[src/sv/pnc_pkg.sv]
package pnc_pkg;

	localparam int PALETTE_DEPTH = 16;
	localparam int IDX_W = $clog2(PALETTE_DEPTH);
	localparam int OUT_IDX_W = 4;
	localparam int CHAN_W = 8;
	localparam int SQ_W = 2 * CHAN_W;
	localparam int DIST_W = 18;
	localparam int COUNT_W = 5;
	localparam logic [COUNT_W-1:0] COUNT_RESET = 5'd16;
	localparam logic [DIST_W-1:0] DIST_MAX = 18'd195075;

	localparam int DATA_W = 32;
	localparam int ADDR_W = 3;
	localparam int REG_IDX_W = ADDR_W - 2;
	localparam logic [REG_IDX_W-1:0] REG_PALETTE_COUNT = 1'd0;

	typedef enum logic {
		OP_LOAD  = 1'b0,
		OP_QUERY = 1'b1
	} op_t;

	typedef struct packed {
		logic [CHAN_W-1:0] r;
		logic [CHAN_W-1:0] g;
		logic [CHAN_W-1:0] b;
	} color_t;

	typedef struct packed {
		op_t                  op;
		logic [OUT_IDX_W-1:0] entry_index;
		color_t               color;
	} item_t;

	typedef struct packed {
		logic [OUT_IDX_W-1:0] index;
		color_t               color;
		logic [DIST_W-1:0]    distance;
	} best_t;

	function automatic logic [SQ_W-1:0] sq_diff(logic [CHAN_W-1:0] a, logic [CHAN_W-1:0] b);
		logic [CHAN_W-1:0] d;
		d = (a >= b) ? (a - b) : (b - a);
		return SQ_W'(d) * SQ_W'(d);
	endfunction

	function automatic logic [OUT_IDX_W-1:0] low_index(logic [IDX_W-1:0] i);
		logic [31:0] w;
		w = 32'(i);
		return w[OUT_IDX_W-1:0];
	endfunction

endpackage

[src/sv/pnc_cfg.sv]
module pnc_cfg import pnc_pkg::*; (
	input  logic               clk,
	input  logic               arst_n,
	input  logic               psel,
	input  logic               penable,
	input  logic               pwrite,
	input  logic [ADDR_W-1:0]  paddr,
	input  logic [DATA_W-1:0]  pwdata,
	output logic [DATA_W-1:0]  prdata,
	output logic               pready,
	output logic [COUNT_W-1:0] palette_count
);

	logic [COUNT_W-1:0] count_q;
	logic               hit;

	assign hit = (paddr[ADDR_W-1:2] == REG_PALETTE_COUNT);

	always_ff @(posedge clk or negedge arst_n) begin
		if (!arst_n) begin
			count_q <= COUNT_RESET;
		end else if (psel && penable && pwrite && hit) begin
			count_q <= pwdata[COUNT_W-1:0];
		end
	end

	assign prdata = hit ? DATA_W'(count_q) : '0;
	assign pready = 1'b1;
	assign palette_count = count_q;

endmodule

[config.mk]
export PLATFORM = sky130hd
export DESIGN_NAME = pnc_cfg
export DESIGN_NICKNAME = d
export VERILOG_FILES = /design/src/sv/pnc_pkg.sv /design/src/sv/pnc_cfg.sv
export SDC_FILE = /design/constraint.sdc
export NUM_CORES = 1
export LEC_CHECK = 0
export ABC_CLOCK_PERIOD_IN_PS = 1500
export BUFFER_PORTS_ARGS = -buffer_cell sky130_fd_sc_hd__buf_2
export CAP_MARGIN = 10
export CORE_UTILIZATION = 30
export CTS_BUF_LIST = sky130_fd_sc_hd__clkbuf_2
export CTS_CLUSTER_SIZE = 40
export DETAILED_ROUTE_END_ITERATION = 6
export PLACE_DENSITY_LB_ADDON = 0.3
export SETUP_SLACK_MARGIN = 0.5
export SYNTH_ARGS = -nofsm -noshare
export SYNTH_HDL_FRONTEND = slang
export SYNTH_SLANG_ARGS = --single-unit
[constraint.sdc]
create_clock -name clk -period 1.5 [get_ports clk]
set_input_delay 0.3 -clock clk [delete_from_list [all_inputs] [get_ports clk]]
set_output_delay 0.3 -clock clk [all_outputs]
set_load 0.01 [all_outputs]
==> reports/metrics.yaml <==
floorplan:
  dieArea_um2: 1720
  die_h_um: 41.5
  die_width_um: 41.5
  core_um2: 1380
  row_count: 13
  io_pins: 78
  initial_utilization_pct: 33.8
clock_tree:
  clkTransAtPathRegs_ns: 0.06
  cts.sinks: 5
  cts_root_buf: "clkbuf_2"
  clock_path_buffers: 2
  cts_tree: "yes"
  h-tree-depth: 1
  clk_latency_ns: 0.23
  numCtsBuffers: 3
pwr:
  power.leakage_uw: 0.000348
  p_seq_share_pct: 32.3
  netSwitchingFraction_pct: 32.5
  p_comb_share_pct: 45.2
  ir_drop_mv: 0.514
  switchingPower_uw: 189
  p_clk_share_pct: 22.5
  cell_internal_pwr_uw: 392
  p_per_area_nw_per_um2: 988
final_layout:
  layout.nets: 113
  drive_above_1_share_pct: 54.2
  nFillCells: 136
  stdcell_count: 87
  final_area_um2: 588
  largest_reg_flops: 5
  syn2layout_area_growth_pct: 25.7
  n_antenna_cell: 0
synthesis:
  synth_top_area_cell: "buf_4"
  ys_seq_elements: 5
  yosysSeqAreaShare_pct: 27.0
  ys_types: 7
  synth.area.top_cells: "buf_4, dfrtp_1, mux2_2"
  synth_area_um2: 468
  avgSynthCellArea_um2: 10.2
  yosysWarningCount: 0
  synth_top_area_share_pct: 44.9
  syn_inst: 46
placed_design:
  place_congestion: 0.644
  pre_cts_slack_ns: 0.413
  numPlacedInstances: 79
  post-dp-hpwl_um: 527
  port_buffers: 20
  placed_cell_area_um2: 474
critical_path:
  slowest_stage: "dfstp_2"
  crit_path_max_incr_delay_ns: 0.53
  path_max_fanout: 3
  endpoint_kind: "primary output"
  critPathRequiredTime_ns: 1.20
  cp-start-kind: "register"
  critPathBufInv: 1
  path_class: "reg2out"
  cp_cell_sequence: "and2b_2 -> buf_6"
  cp.arrival_ns: 1.00
  reg2reg_slack_ns: 0.63
  cpLargestDelayFamily: "flip-flops"
detailed_routing:
  drt_iter0_drc: 0
  vias_per_cell: 3.56
  wl_per_cell_um: 7.72
  met3WireLength_um: 83
  dr_wl_met2_um: 371
  drt_pass1_iterations: 1
  vias: 310
  drc_errors: 0
  drtAntennaViolNets: 0
  drt-total-wl_um: 672
  highest_layer: "met4"
  met1_length_um: 186
global_route:
  grt_pass1_wl_um: 1100
  antenna_found_initial: 0
  track_usage_pct: 9.01
  grt_pass1_vias: 281
  grt.overflow.total: 0
  grt_max_degree: 7
sta:
  worst_slack_ns: 0.203
  fin_crit_ns: 1.30
  slew_violations: 0
  tns_ns: 0
  period_share_pct: 86.5
  rsz0062_at_grt: "yes"
  skew_ns: 0
  final_hold_viol_count: 0
  fmax_mhz: 771
  setup_viol: 0
  holdWs_ns: 0.296
status:
  status: "complete, no violations"
job:
  drv_cap: 0
min_path:
  hold_class: "in2reg"
-- synth_stat cells --
master / n
and2b_2: 5
dfrtp_1: 4
nand4b_4: 1
mux2_2: 5
dfstp_2: 1
buf_4: 28
conb_1: 2
-- logic make-up after synthesis --
family                 Yosys count  synth area share, %
and+or+nand+nor                  6                 14.4
buffers and inverters           28                 44.9
DFF                              5                 27.0
other                            2                 1.60
muxes                            5                 12.0
-- placed cells by master (no fill, tap or decap) --
master         instances
buf_2                 12
buf_6                 11
dlygate4sd3_1          1
dfrtp_1                4
clkbuf_2               4
dfstp_2                1
and2b_2                5
nand4b_4               1
conb_1                28
mux2_2                 5
-- stage by stage --
stage | power (µW) | util (%)
floorplan | 346 | -
global placement | 358 | 34.3
detailed placement | 363 | 34.3
CTS | 590 | 42.5
global route | 619 | 42.5
finish | 581 | 42.5
-- path summary, 6_finish.rpt --
path / endpoint / cells past startpoint / from
setup / recovery: prdata[4] / 2 / palette_count[4]
hold / removal: palette_count[3] / 2 / pwdata[3]
setup reg to reg: palette_count[2] / 2 / palette_count[2]
hold reg to reg: palette_count[1] / 1 / palette_count[1]
max in group asynchronous: palette_count[4] / 2 / arst_n
min in group asynchronous: palette_count[1] / 2 / arst_n
-- repair_timing --
action	4_1_cts	5_1_grt
setup endpoints to repair	10	10
hold buffers	1	0
buffers inserted	3	0
gates cloned	0	0
gates resized for setup	11	0
hold endpoints to repair	4	0
-- routing by layer --
| layer | vias up | GRT usage (%) |
|---|---|---|
| li1 | 139 | - |
| met1 | 137 | 6.93 |
| met2 | 31 | 15.9 |
| met3 | 3 | 3.48 |
| met4 | 0 | 9.68 |
| met5 | - | 0 |
-- worst register-to-register path, stage by stage (launching register included) --
cell and delay (ns):
dfrtp_1 0.39, buf_6 0.12, mux2_2 0.25
-- final cells by class --
class,instances,area (µm²),area share (%)
clock buffer,4,20.0,3.40
multi-input combinational,39,229,38.9
sequential,5,126,21.5
tap,15,18.8,3.19
timing repair buffer,24,194,33.0
-- power by group through the flow --
stage                     registers [µW]  logic (µW)  clock network (µW)
after floorplan                      204         142                   0
after CTS                            188         264                 137
final                                188         263                 131
after global routing                 192         284                 143
after detailed placement             191         172                   0
after global placement               189         169                   0
Note: power is estimated with default switching activity, not from simulation.
