File: config.mk
export PLATFORM = sky130hd
export DESIGN_NAME = pnc_cell
export DESIGN_NICKNAME = d
export VERILOG_FILES = /design/src/sv/pnc_pkg.sv /design/src/sv/pnc_cell.sv
export SDC_FILE = /design/constraint.sdc
export NUM_CORES = 1
export LEC_CHECK = 0
export ABC_AREA = 1
export CORE_MARGIN = 5
export CORE_UTILIZATION = 40
export DETAILED_ROUTE_END_ITERATION = 12
export DONT_BUFFER_PORTS = 1
export GPL_TIMING_DRIVEN = 0
export PLACE_DENSITY_LB_ADDON = 0.08
export SYNTH_ARGS = -nofsm -noshare
export SYNTH_HDL_FRONTEND = slang
export SYNTH_SLANG_ARGS = --single-unit
File: constraint.sdc
create_clock -name clk -period 6.4 [get_ports clk]
set_input_delay 0.32 -clock clk [delete_from_list [all_inputs] [get_ports clk]]
set_output_delay 0.32 -clock clk [all_outputs]
set_load 0.03 [all_outputs]
File: src/sv/pnc_pkg.sv
package pnc_pkg;

	localparam int PALETTE_DEPTH = 16;
	localparam int IDX_W = $clog2(PALETTE_DEPTH);
	localparam int OUT_IDX_W = 4;
	localparam int CHAN_W = 8;
	localparam int SQ_W = 2 * CHAN_W;
	localparam int DIST_W = 18;
	localparam int COUNT_W = 5;
	localparam logic [COUNT_W-1:0] COUNT_RESET = 5'd16;
	localparam logic [DIST_W-1:0] DIST_MAX = 18'd195075;

	localparam int DATA_W = 32;
	localparam int ADDR_W = 3;
	localparam int REG_IDX_W = ADDR_W - 2;
	localparam logic [REG_IDX_W-1:0] REG_PALETTE_COUNT = 1'd0;

	typedef enum logic {
		OP_LOAD  = 1'b0,
		OP_QUERY = 1'b1
	} op_t;

	typedef struct packed {
		logic [CHAN_W-1:0] r;
		logic [CHAN_W-1:0] g;
		logic [CHAN_W-1:0] b;
	} color_t;

	typedef struct packed {
		op_t                  op;
		logic [OUT_IDX_W-1:0] entry_index;
		color_t               color;
	} item_t;

	typedef struct packed {
		logic [OUT_IDX_W-1:0] index;
		color_t               color;
		logic [DIST_W-1:0]    distance;
	} best_t;

	function automatic logic [SQ_W-1:0] sq_diff(logic [CHAN_W-1:0] a, logic [CHAN_W-1:0] b);
		logic [CHAN_W-1:0] d;
		d = (a >= b) ? (a - b) : (b - a);
		return SQ_W'(d) * SQ_W'(d);
	endfunction

	function automatic logic [OUT_IDX_W-1:0] low_index(logic [IDX_W-1:0] i);
		logic [31:0] w;
		w = 32'(i);
		return w[OUT_IDX_W-1:0];
	endfunction

endpackage

File: src/sv/pnc_cell.sv
module pnc_cell import pnc_pkg::*; (
	input  logic             clk,
	input  logic             arst_n,
	input  logic             en,
	input  logic [IDX_W-1:0] cell_index,
	input  logic             active,
	input  logic             in_valid,
	input  item_t            in_item,
	input  best_t            in_best,
	output logic             out_valid,
	output item_t            out_item,
	output best_t            out_best
);

	color_t            entry_q;
	logic              valid_s1;
	item_t             item_s1;
	best_t             best_s1;
	color_t            entry_s1;
	logic [SQ_W-1:0]   sq_r_s1;
	logic [SQ_W-1:0]   sq_g_s1;
	logic [SQ_W-1:0]   sq_b_s1;
	logic [DIST_W-1:0] dist_sum;
	logic              take;
	logic              valid_s2;
	item_t             item_s2;
	best_t             best_s2;

	// store the entry when a load for this slot passes
	always_ff @(posedge clk) begin
		if (en && in_valid && in_item.op == OP_LOAD
			&& 32'(in_item.entry_index) == 32'(cell_index)) begin
			entry_q <= in_item.color;
		end
	end

	always_ff @(posedge clk or negedge arst_n) begin
		if (!arst_n) begin
			valid_s1 <= 1'b0;
			valid_s2 <= 1'b0;
		end else if (en) begin
			valid_s1 <= in_valid;
			valid_s2 <= valid_s1;
		end
	end

	always_ff @(posedge clk) begin
		if (en) begin
			item_s1  <= in_item;
			best_s1  <= in_best;
			entry_s1 <= entry_q;
			sq_r_s1  <= sq_diff(entry_q.r, in_item.color.r);
			sq_g_s1  <= sq_diff(entry_q.g, in_item.color.g);
			sq_b_s1  <= sq_diff(entry_q.b, in_item.color.b);
		end
	end

	assign dist_sum = DIST_W'(sq_r_s1) + DIST_W'(sq_g_s1) + DIST_W'(sq_b_s1);
	assign take = active && (item_s1.op == OP_QUERY)
		&& ((cell_index == '0) || (dist_sum < best_s1.distance));

	always_ff @(posedge clk) begin
		if (en) begin
			item_s2 <= item_s1;
			if (take) begin
				best_s2.index    <= low_index(cell_index);
				best_s2.color    <= entry_s1;
				best_s2.distance <= dist_sum;
			end else begin
				best_s2 <= best_s1;
			end
		end
	end

	assign out_valid = valid_s2;
	assign out_item  = item_s2;
	assign out_best  = best_s2;

endmodule

==> results.tsv, run 1 <==
metric	value	unit
PnR worst setup slack	0.395	ns
top cell type by total area after synthesis	edfxtp_1	
Synth async-reset ratio	0.816	%
Cells after Synth	1711	
most used cell, CP	inv_1	
fillers	3985	
met1 Usage GRT	22.5	%
WS Path Type	flop to flop	
Via density	4.79	
first-pass GRT wire length	61300	um
hold path cells	4	
Starting Density	40.5	%
minimum clock period	6.01	ns
Clock Path Buffers	3	
root buffer cell	clkbuf_16	
GR met2 Demand/Resource	26.8	%
switching portion of total power	47.6	%
Non-Filler Instances	2392	
number of global-route vias before repair	11565	
CTS HTree Levels	1	
Avg Cell Area, Syn	9.92	um^2
share of cells above drive strength 1	7.88	%
Yosys warnings	0	
gr ovfl total	0	
Combinational Power Share	60.6	%
power share of the sequential group	25.8	%
Lkg Pwr	9.17	nW
Starting DRT DRC Count	631	
DRC viols	0	
run status	finished clean	
Seq cells post-synth	245	
Synth Cell Area	0.0170	mm^2
Final setup viols	0	
Hold Fails Final Rpt	0	
Avg WL per Cell	15.9	um
largest net degree at the start of global routing	223	
detailed placement HPWL	29000	um
CP startpoint kind	flop	
Power Density	564	mW/mm^2
I/O Buffers	0	
initial antenna violation count	1	
total CTS buffers	29	
Clk pwr share	13.7	%
Detail Route Antenna Nets	0	
Most used DFF post-synth	edfxtp_1	
chip height	216	um
Post-synth EDFFs	243	
Max Clk Rate	0.167	GHz
Crit Path Max Fanout	9	
CP arrival	6.31	ns
CTS clk-pin slew, worst paths	0.06	ns
P_int	0.00576	W
Setup Buffers After CTS	0	
clk sinks	245	
GPL Wtd Cong	0.874	
CP max stage delay	0.55	ns
crit end category	flop	
Synth top area share	43.0	%
insertion delay to the later sink of the worst-skew pair	0.57	ns
worst-margin pin slew	1.37	ns
number of top-level pins	160	
Slew headroom	8.85	%
Top Usage Layer GRT	met2	
Routed WL	38100	um
Final Max Slew Viols	0	
antenna cell count	0	
Final Skew	0.0142	ns
number of max-cap violations	0	
core area	0.0419	mm^2
drt first pass iters	6	
Setup WS pre-CTS	0.199	ns
top cells by area, synth	edfxtp_1 43%, ha_1 12%, fa_1 11%	
R2R depth	28	
Psw	0.00523	W
Critical-path top delay cell	fa_1	
VDD IR max	0.300	mV
final net count	2179	
Die X	216	um
Area Growth Syn to Fin	14.7	%
Placed Cells	2254	
met3 GRT Util	2.87	%
critical path required time	6.71	ns
Vias	11454	
Die Area	0.0467	mm^2
row count	75	
Unique masters post-synth	40	
Final Cycle Share	93.8	%
Hold Path Class	input pin to flop	
CTS tree	done	
Seq/Total Area, Yosys	43.3	%
GRT Overall Usage	16.2	%
## timing repair
item                       CTS  global route
hold endpoints to repair   326             0
setup endpoints to repair    0            10
hold buffers                84             0
gates resized for setup      0            14
## critical path: cells and delay by family, from the launching register on
| kind | cells | cell delay [ns] |
|---|---|---|
| adder cells (fa/ha/maj) | 7 | 2.90 |
| AND/OR/NAND/NOR | 10 | 1.17 |
| buffers and inverters | 8 | 0.70 |
| AO/OA/AOI/OAI | 3 | 0.56 |
| flip-flops | 1 | 0.43 |
## metrics by stage
stage	TNS (ns)	area, um^2	hold WS [ns]	util, %	power (W)
after CTS	0	19400	0.202	46.3	0.0111
after global routing	-0.0175	19500	0.203	46.4	0.0122
after detailed placement	0	17700	0.0246	42.2	0.00949
after floorplan	0	17000	0.0244	-	0.00788
final	0	19500	0.227	46.4	0.0110
after global placement	0	17700	0.0246	42.1	0.00945
## routing by layer
metal | routed length (um) | part of all wire (%)
met1 | 18000 | 47
met2 | 17700 | 46
met3 | 1670 | 4.4
met4 | 765 | 2.0
met5 | 20 | 0.052
## power groups by stage
stage	logic [W]	registers, W	clock network (W)
after floorplan	0.00511	0.00277	0
after global placement	0.00658	0.00287	0
after detailed placement	0.00662	0.00288	0
after CTS	0.00674	0.00285	0.00156
after global routing	0.00775	0.00287	0.00163
final	0.00666	0.00283	0.00150
## Yosys cell counts, types with 5 or more instances
master and number:
a21o_1 6, a21oi_1 77, buf_2 11, edfxtp_1 243, fa_1 97, ha_1 168, inv_1 298, inv_2 18
nand2_1 369, nand2_2 14, nand2_4 9, nand3_1 100, nand3_2 6, nand3b_1 5, nand4_1 12, nor2_1 104
nor3_1 5, o21ai_0 27, o21ai_1 10, o21ai_2 9, o21bai_1 11, xnor2_1 22, xor2_1 47
## placed cells by master (no fill, tap or decap), types with 5 or more instances in the layout
cell	Yosys	routed
nand2_1	369	367
edfxtp_1	243	243
nor2_1	104	100
o21ai_2	9	8
nand4_1	12	12
o21bai_1	11	11
nor2_2	4	6
a21oi_1	77	75
dlygate4sd3_1	0	83
buf_2	11	11
buf_6	4	6
o21ai_0	27	26
o21ai_1	10	11
xor2_1	47	47
ha_1	168	168
clkbuf_1	3	10
nand2_4	9	9
xnor2_1	22	22
inv_1	298	297
nand3_2	6	7
clkbuf_16	0	29
a21o_1	6	6
nand3b_1	5	5
clkinv_1	0	6
inv_2	18	19
nand3_1	100	99
fa_1	97	97
clkinv_2	0	6
nor2_4	4	6
nand2_2	14	16
## kinds of logic after synthesis
logic type	count (synthesis)	synth area share, %
buf+inv	340	7.84
simple gates	637	16.3
compound gates	153	5.14
flops	245	43.3
fa+ha+maj	265	23.8
other cells	2	0.0442
xor+xnor	69	3.56
## worst paths after layout
kind	startpoint	endpoint	slack [ns]
max	entry_q[0]	sq_b_s1[15]	0.39
min	in_item[28]	entry_q[9]	0.23
max reg2reg	entry_q[0]	sq_b_s1[15]	0.39
min reg2reg	item_s1[10]	out_item[10]	0.41
max in group asynchronous	arst_n	valid_s1	5.73
min in group asynchronous	arst_n	out_valid	0.53
## registers in the layout, indices dropped and copies added, names as in the netlist
signal / flops
sq_r_s1: 15
entry_s1: 24
item_s1: 29
out_valid: 1
entry_q: 24
sq_g_s1: 15
valid_s1: 1
out_best: 46
sq_b_s1: 15
best_s1: 46
out_item: 29
## final cells by class
type                            instances  area, um^2  area share, %
Tap cell                              539         674           3.46
Sequential cell                       245        7350           37.7
Multi-Input combinational cell       1127        8350           42.9
Clock buffer                           36         752           3.86
Buffer                                 21         126          0.649
Timing Repair Buffer                   87         896           4.60
Inverter                              319        1200           6.19
Clock inverter                         18         115          0.591
Note: power is estimated with default switching activity, not from simulation.
==> run 2, diff against run 1 <==
==> constraint.sdc (replaced) <==
create_clock -name clk -period 6.4 [get_ports clk]
set_input_delay 0.96 -clock clk [delete_from_list [all_inputs] [get_ports clk]]
set_output_delay 0.96 -clock clk [all_outputs]
set_load 0.03 [all_outputs]
==> run 2 against run 1 <==
Register-to-register slack is essentially flat. First-iteration DRC count grew 8.1%. Cell count fell by 3.5%. Global-route usage down 0.56 points. Core utilization down 2.0 points. Critical path type unchanged. Highest routed layer is now met4.
==> results.tsv, run 2 (synthesis gave the netlist of run 1 again) <==
metric	value	unit	change
core area	0.0419	mm^2	unchanged
Critical R2R Launch	entry_q[0]		unchanged
fin area	0.0186	mm^2	was 0.0195 mm^2
Clock Path Buffers	3		unchanged
minimum clock period	6.00	ns	was 6.01 ns
number of top-level pins	160		unchanged
Crit Path Max Fanout	9		unchanged
Area after DPL	0.0177	mm^2	unchanged
Final Max Slew Viols	0		unchanged
top library cells by usage in the layout, fill and taps aside	367 x nand2_1, 297 x inv_1, 243 x edfxtp_1		unchanged
Starting Density	40.5	%	unchanged
drt first pass iters	5		was 6
worst-margin pin slew	0.736	ns	was 1.37 ns
Power Density	586	mW/mm^2	was 564 mW/mm^2
switching portion of total power	47.5	%	was 47.6%
Area Growth Syn to Fin	9.62	%	was 14.7%
final net count	2095		was 2179
RSZ-0062 raised after global routing	true		
CP arrival	6.31	ns	about the same
VDD IR max	0.299	mV	was 0.300 mV
Die X	216	um	unchanged
run status	finished clean		unchanged
cts repair resizes	0		unchanged
number of global-route vias before repair	11130		was 11565
Vias	11099		was 11454
gr ovfl total	0		unchanged
power share of the sequential group	25.9	%	was 25.8%
Starting DRT DRC Count	682		was 631
share of cells above drive strength 1	8.20	%	was 7.88%
Max Clk Rate	0.167	GHz	about the same
CTS tree	done		unchanged
Detail Route Antenna Nets	0		unchanged
Combinational Power Share	60.3	%	was 60.6%
initial antenna violation count	0		was 1
Psw	0.00518	W	was 0.00523 W
Setup WS pre-CTS	-0.274	ns	was 0.199 ns
CP startpoint kind	flop		unchanged
Worst setup startpoint	entry_q[0]		unchanged
most used cell, CP	inv_1		unchanged
row count	75		unchanged
CTS HTree Levels	1		unchanged
Clk pwr share	13.7	%	about the same
Critical-path top delay cell	fa_1		unchanged
WS Path Type	flop to flop		unchanged
CTS clk-pin slew, worst paths	0.06	ns	about the same
insertion delay to the later sink of the worst-skew pair	0.57	ns	about the same
number of max-cap violations	0		unchanged
largest net degree at the start of global routing	224		was 223
Avg WL per Cell	15.9	um	about the same
crit end category	flop		unchanged
Setup Buffers After CTS	0		unchanged
critical path required time	6.71	ns	about the same
root buffer cell	clkbuf_16		unchanged
I/O Buffers	0		unchanged
GRT Overall Usage	15.6	%	was 16.2%
PnR worst setup slack	0.395	ns	about the same
GPL Wtd Cong	0.874		unchanged
commonest non-fill, non-tap cell in the layout	nand2_1		unchanged
Via density	4.81		was 4.79
CP max stage delay	0.55	ns	about the same
Die Area	0.0467	mm^2	unchanged
Final Skew	0.0134	ns	was 0.0142 ns
antenna cell count	0		unchanged
first-pass GRT wire length	59200	um	was 61300 um
P_int	0.00573	W	was 0.00576 W
clk sinks	245		unchanged
Slew headroom	50.9	%	was 8.85%
Lkg Pwr	8.82	nW	was 9.17 nW
Hold Fails Final Rpt	0		unchanged
DRC viols	0		unchanged
hold buffer count at cts	0		was 84
Final Cycle Share	93.8	%	about the same
detailed placement HPWL	29000	um	unchanged
Final setup viols	0		unchanged
Hold Path Class	input pin to asynchronous set/reset pin		was input pin to flop
Routed WL	36800	um	was 38100 um
total CTS buffers	29		unchanged
Tot Pwr	0.0109	W	was 0.0110 W
chip height	216	um	unchanged
[run 2: per-layer routing]
layer | share of wire (%) | global-route usage [%] | vias to the layer above
li1 | - | - | 5615
met1 | 47 | 21.8 | 5252
met2 | 46 | 25.6 | 192
met3 | 4.3 | 2.82 | 40
met4 | 2.0 | 3.22 | 0
met5 | 0 | 0 | -
[run 2: worst paths after layout]
path                                     end  slack (ns)  cells after the start
worst max-delay path             sq_b_s1[15]        0.40                     28
worst min register to register  out_item[10]        0.41                      0
worst min-delay path               out_valid        0.09                      0
max in group asynchronous           valid_s1        6.25                      0
worst max register to register   sq_b_s1[15]        0.40                     28
min in group clk                out_item[10]        0.41                      0
[run 2: power groups by stage]
stage	logic (W)	registers, W	clock network, W
after floorplan	0.00511	0.00277	0
after global placement	0.00658	0.00287	0
after detailed placement	0.00662	0.00288	0
after CTS	0.00666	0.00284	0.00156
after global routing	0.00766	0.00286	0.00163
final	0.00658	0.00283	0.00150
[run 2: per-stage QoR]
step           hold WS (ns)  util, %  instances  TNS (ns)
6_report             0.0853     44.4       2308         0
5_1_grt              0.0430     44.4       2308   -0.0201
4_1_cts              0.0549     44.3       2308         0
3_5_place_dp          0.405     42.2       2254     -1.20
3_3_place_gp          0.401     42.1       2251    -0.919
2_1_floorplan         0.400        -       1712         0
[run 2: area by class of cell]
| type | instances | area [um^2] |
|---|---|---|
| Inverter | 319 | 1200 |
| Tap cell | 539 | 674 |
| Timing Repair Buffer | 3 | 37.5 |
| Clock buffer | 36 | 752 |
| Sequential cell | 245 | 7350 |
| Buffer | 21 | 126 |
| Clock inverter | 18 | 115 |
| Fill cell | 4044 | 23300 |
| Multi-Input combinational cell | 1127 | 8350 |
[run 2: worst max-delay path: cells and delay by family (launching register included)]
kind,cells,cell delay [ns]
compound gates,3,0.56
flops,1,0.43
buf+inv,8,0.70
simple gates,10,1.17
fa+ha+maj,7,2.90
==> run 3, diff against run 2 <==
- clock period: 6.4 -> 6.5 ns (I/O delays scaled with it)
==> run 3 against run 2 <==
Fmax fell by 0.64%. Flip-flop and latch count did not move. Via count barely moved. Total power fell by 1.6%. Critical path depth fell by 3. Wire length barely moved. Core utilization fell by 0.057 points. Cell area fell by 0.13%. Sequential power fell by 1%. Largest cell class unchanged. Non-clock buffer count did not move.
==> results.tsv, run 3 (synthesis gave the netlist of run 1 again) <==
metric	value	unit	change
total CTS buffers	29		unchanged
Placed Cells	2254		unchanged
R2R Setup Slk	0.46	ns	was 0.40 ns
initial antenna violation count	0		unchanged
CP max stage delay	0.55	ns	about the same
Routed WL	36800	um	about the same
first-pass GRT wire length	59200	um	unchanged
TNS Setup	0	ns	unchanged
Hold Path Class	input pin to asynchronous set/reset pin		unchanged
chip height	216	um	unchanged
worst-margin pin slew	0.734	ns	was 0.736 ns
final net count	2095		unchanged
Crit Path Max Fanout	8		was 9
Non-Filler Instances	2308		unchanged
Detail Route Antenna Nets	0		unchanged
CTS HTree Levels	1		unchanged
RSZ-0062 raised after global routing	false		was true
run status	finished clean		unchanged
Max Clk Rate	0.165	GHz	was 0.167 GHz
Setup Buffers After CTS	0		unchanged
Area after DPL	0.0177	mm^2	unchanged
number of global-route vias before repair	11130		unchanged
most used cell, CP	inv_1		unchanged
Clock Path Buffers	3		unchanged
crit-path leading delay family	adder cells		unchanged
row count	75		unchanged
Hold Fails Final Rpt	0		unchanged
root buffer cell	clkbuf_16		unchanged
Area Growth Syn to Fin	9.48	%	was 9.62%
fillers	4043		was 4044
WS Path Type	flop to flop		unchanged
Lkg Pwr	8.81	nW	was 8.82 nW
insertion delay to the later sink of the worst-skew pair	0.57	ns	about the same
Die Area	0.0467	mm^2	unchanged
register area	0.00735	mm^2	unchanged
hold buffer count at cts	0		unchanged
share of cells above drive strength 1	8.03	%	was 8.20%
detailed placement HPWL	29000	um	unchanged
GPL Wtd Cong	0.874		unchanged
Final setup viols	0		unchanged
Die X	216	um	unchanged
number of max-cap violations	0		unchanged
Multi-input gate area	0.00833	mm^2	was 0.00835 mm^2
crit end category	flop		unchanged
Starting DRT DRC Count	652		was 682
commonest non-fill, non-tap cell in the layout	nand2_1		unchanged
I/O Buffers	0		unchanged
largest net degree at the start of global routing	224		unchanged
CP arrival	6.34	ns	was 6.31 ns
clk sinks	245		unchanged
Worst Path Buf+Inv	6		was 8
Power Density	577	mW/mm^2	was 586 mW/mm^2
R2R depth	25		was 28
critical path required time	6.80	ns	was 6.71 ns
Final Max Slew Viols	0		unchanged
antenna cell count	0		unchanged
Slew headroom	51.1	%	was 50.9%
Starting Density	40.5	%	unchanged
CTS clk-pin slew, worst paths	0.06	ns	about the same
top library cells by usage in the layout, fill and taps aside	368 x nand2_1, 298 x inv_1, 243 x edfxtp_1		was 367 x nand2_1, 297 x inv_1, 243 x edfxtp_1
DRC viols	0		unchanged
Final Cycle Share	93.0	%	was 93.8%
GRT Overall Usage	15.6	%	unchanged
number of top-level pins	160		unchanged
drt first pass iters	5		unchanged
core area	0.0419	mm^2	unchanged
Critical R2R Launch	entry_q[8]		was entry_q[0]
gr ovfl total	0		unchanged
Final Skew	0.0132	ns	was 0.0134 ns
minimum clock period	6.04	ns	was 6.00 ns
CTS tree	done		unchanged
fin area	0.0186	mm^2	about the same
reg2reg end	sq_g_s1[12]		was sq_b_s1[15]
Avg WL per Cell	15.9	um	about the same
VDD IR max	0.295	mV	was 0.299 mV
Via density	4.81		about the same
Critical-path top delay cell	fa_1		unchanged
Vias	11107		was 11099
CP startpoint kind	flop		unchanged
[run 3: cell counts in the layout (fill, tap and decap cells not counted)]
No cell type changed its count.
[run 3: what timing repair did]
item | in CTS | in global routing
setup endpoints to repair | 0 | 6
endpoints found under the hold margin | 0 | 0
resized for setup | 0 | 7
[run 3: worst max-delay path by stage]
stage,startpoint,to,slack [ns],cells past startpoint
after floorplan,in_item[8],sq_g_s1[13],0.53,22
after global placement,in_item[8],sq_g_s1[15],-0.13,25
after detailed placement,in_item[8],sq_g_s1[15],-0.19,25
after CTS,entry_q[8],sq_g_s1[15],0.29,26
after global routing,entry_q[8],sq_g_s1[15],0.0006,28
final,entry_q[8],sq_g_s1[12],0.46,25
[run 3: metal layers]
layer | global-route usage (%) | vias to the layer above | routed length [um] | share of wire (%)
li1 | - | 5611 | - | -
met1 | 21.8 | 5261 | 17500 | 48
met2 | 25.6 | 195 | 17000 | 46
met3 | 2.82 | 40 | 1590 | 4.3
met4 | 3.22 | 0 | 731 | 2.0
met5 | 0 | - | 0 | 0
[run 3: cell type report]
cell class,count,share of cell area (%)
plain buffers,21,0.680
inverters,319,6.48
repair buffers,3,0.202
well taps,539,3.63
flip-flops and latches,245,39.5
clock inverters,18,0.619
clock buffers,36,4.05
multi-input cells,1127,44.8
[run 3: report_power, final]
group,total (W),switching [W],internal [W]
clock,0.00148,0.000651,0.000827
sequential,0.00279,0.000434,0.00235
combinational,0.00647,0.00401,0.00245
total,0.0107,0.00510,0.00563
[run 3: metrics by stage]
step           utilization (%)  hold WS (ns)  worst slack, ns  power (W)
6_report                  44.3         0.100            0.457     0.0107
5_1_grt                   44.3        0.0580         0.000584     0.0120
4_1_cts                   44.3        0.0699            0.292     0.0109
3_5_place_dp              42.2         0.405           -0.189    0.00935
3_3_place_gp              42.1         0.401           -0.130    0.00931
2_1_floorplan                -         0.400            0.526    0.00776
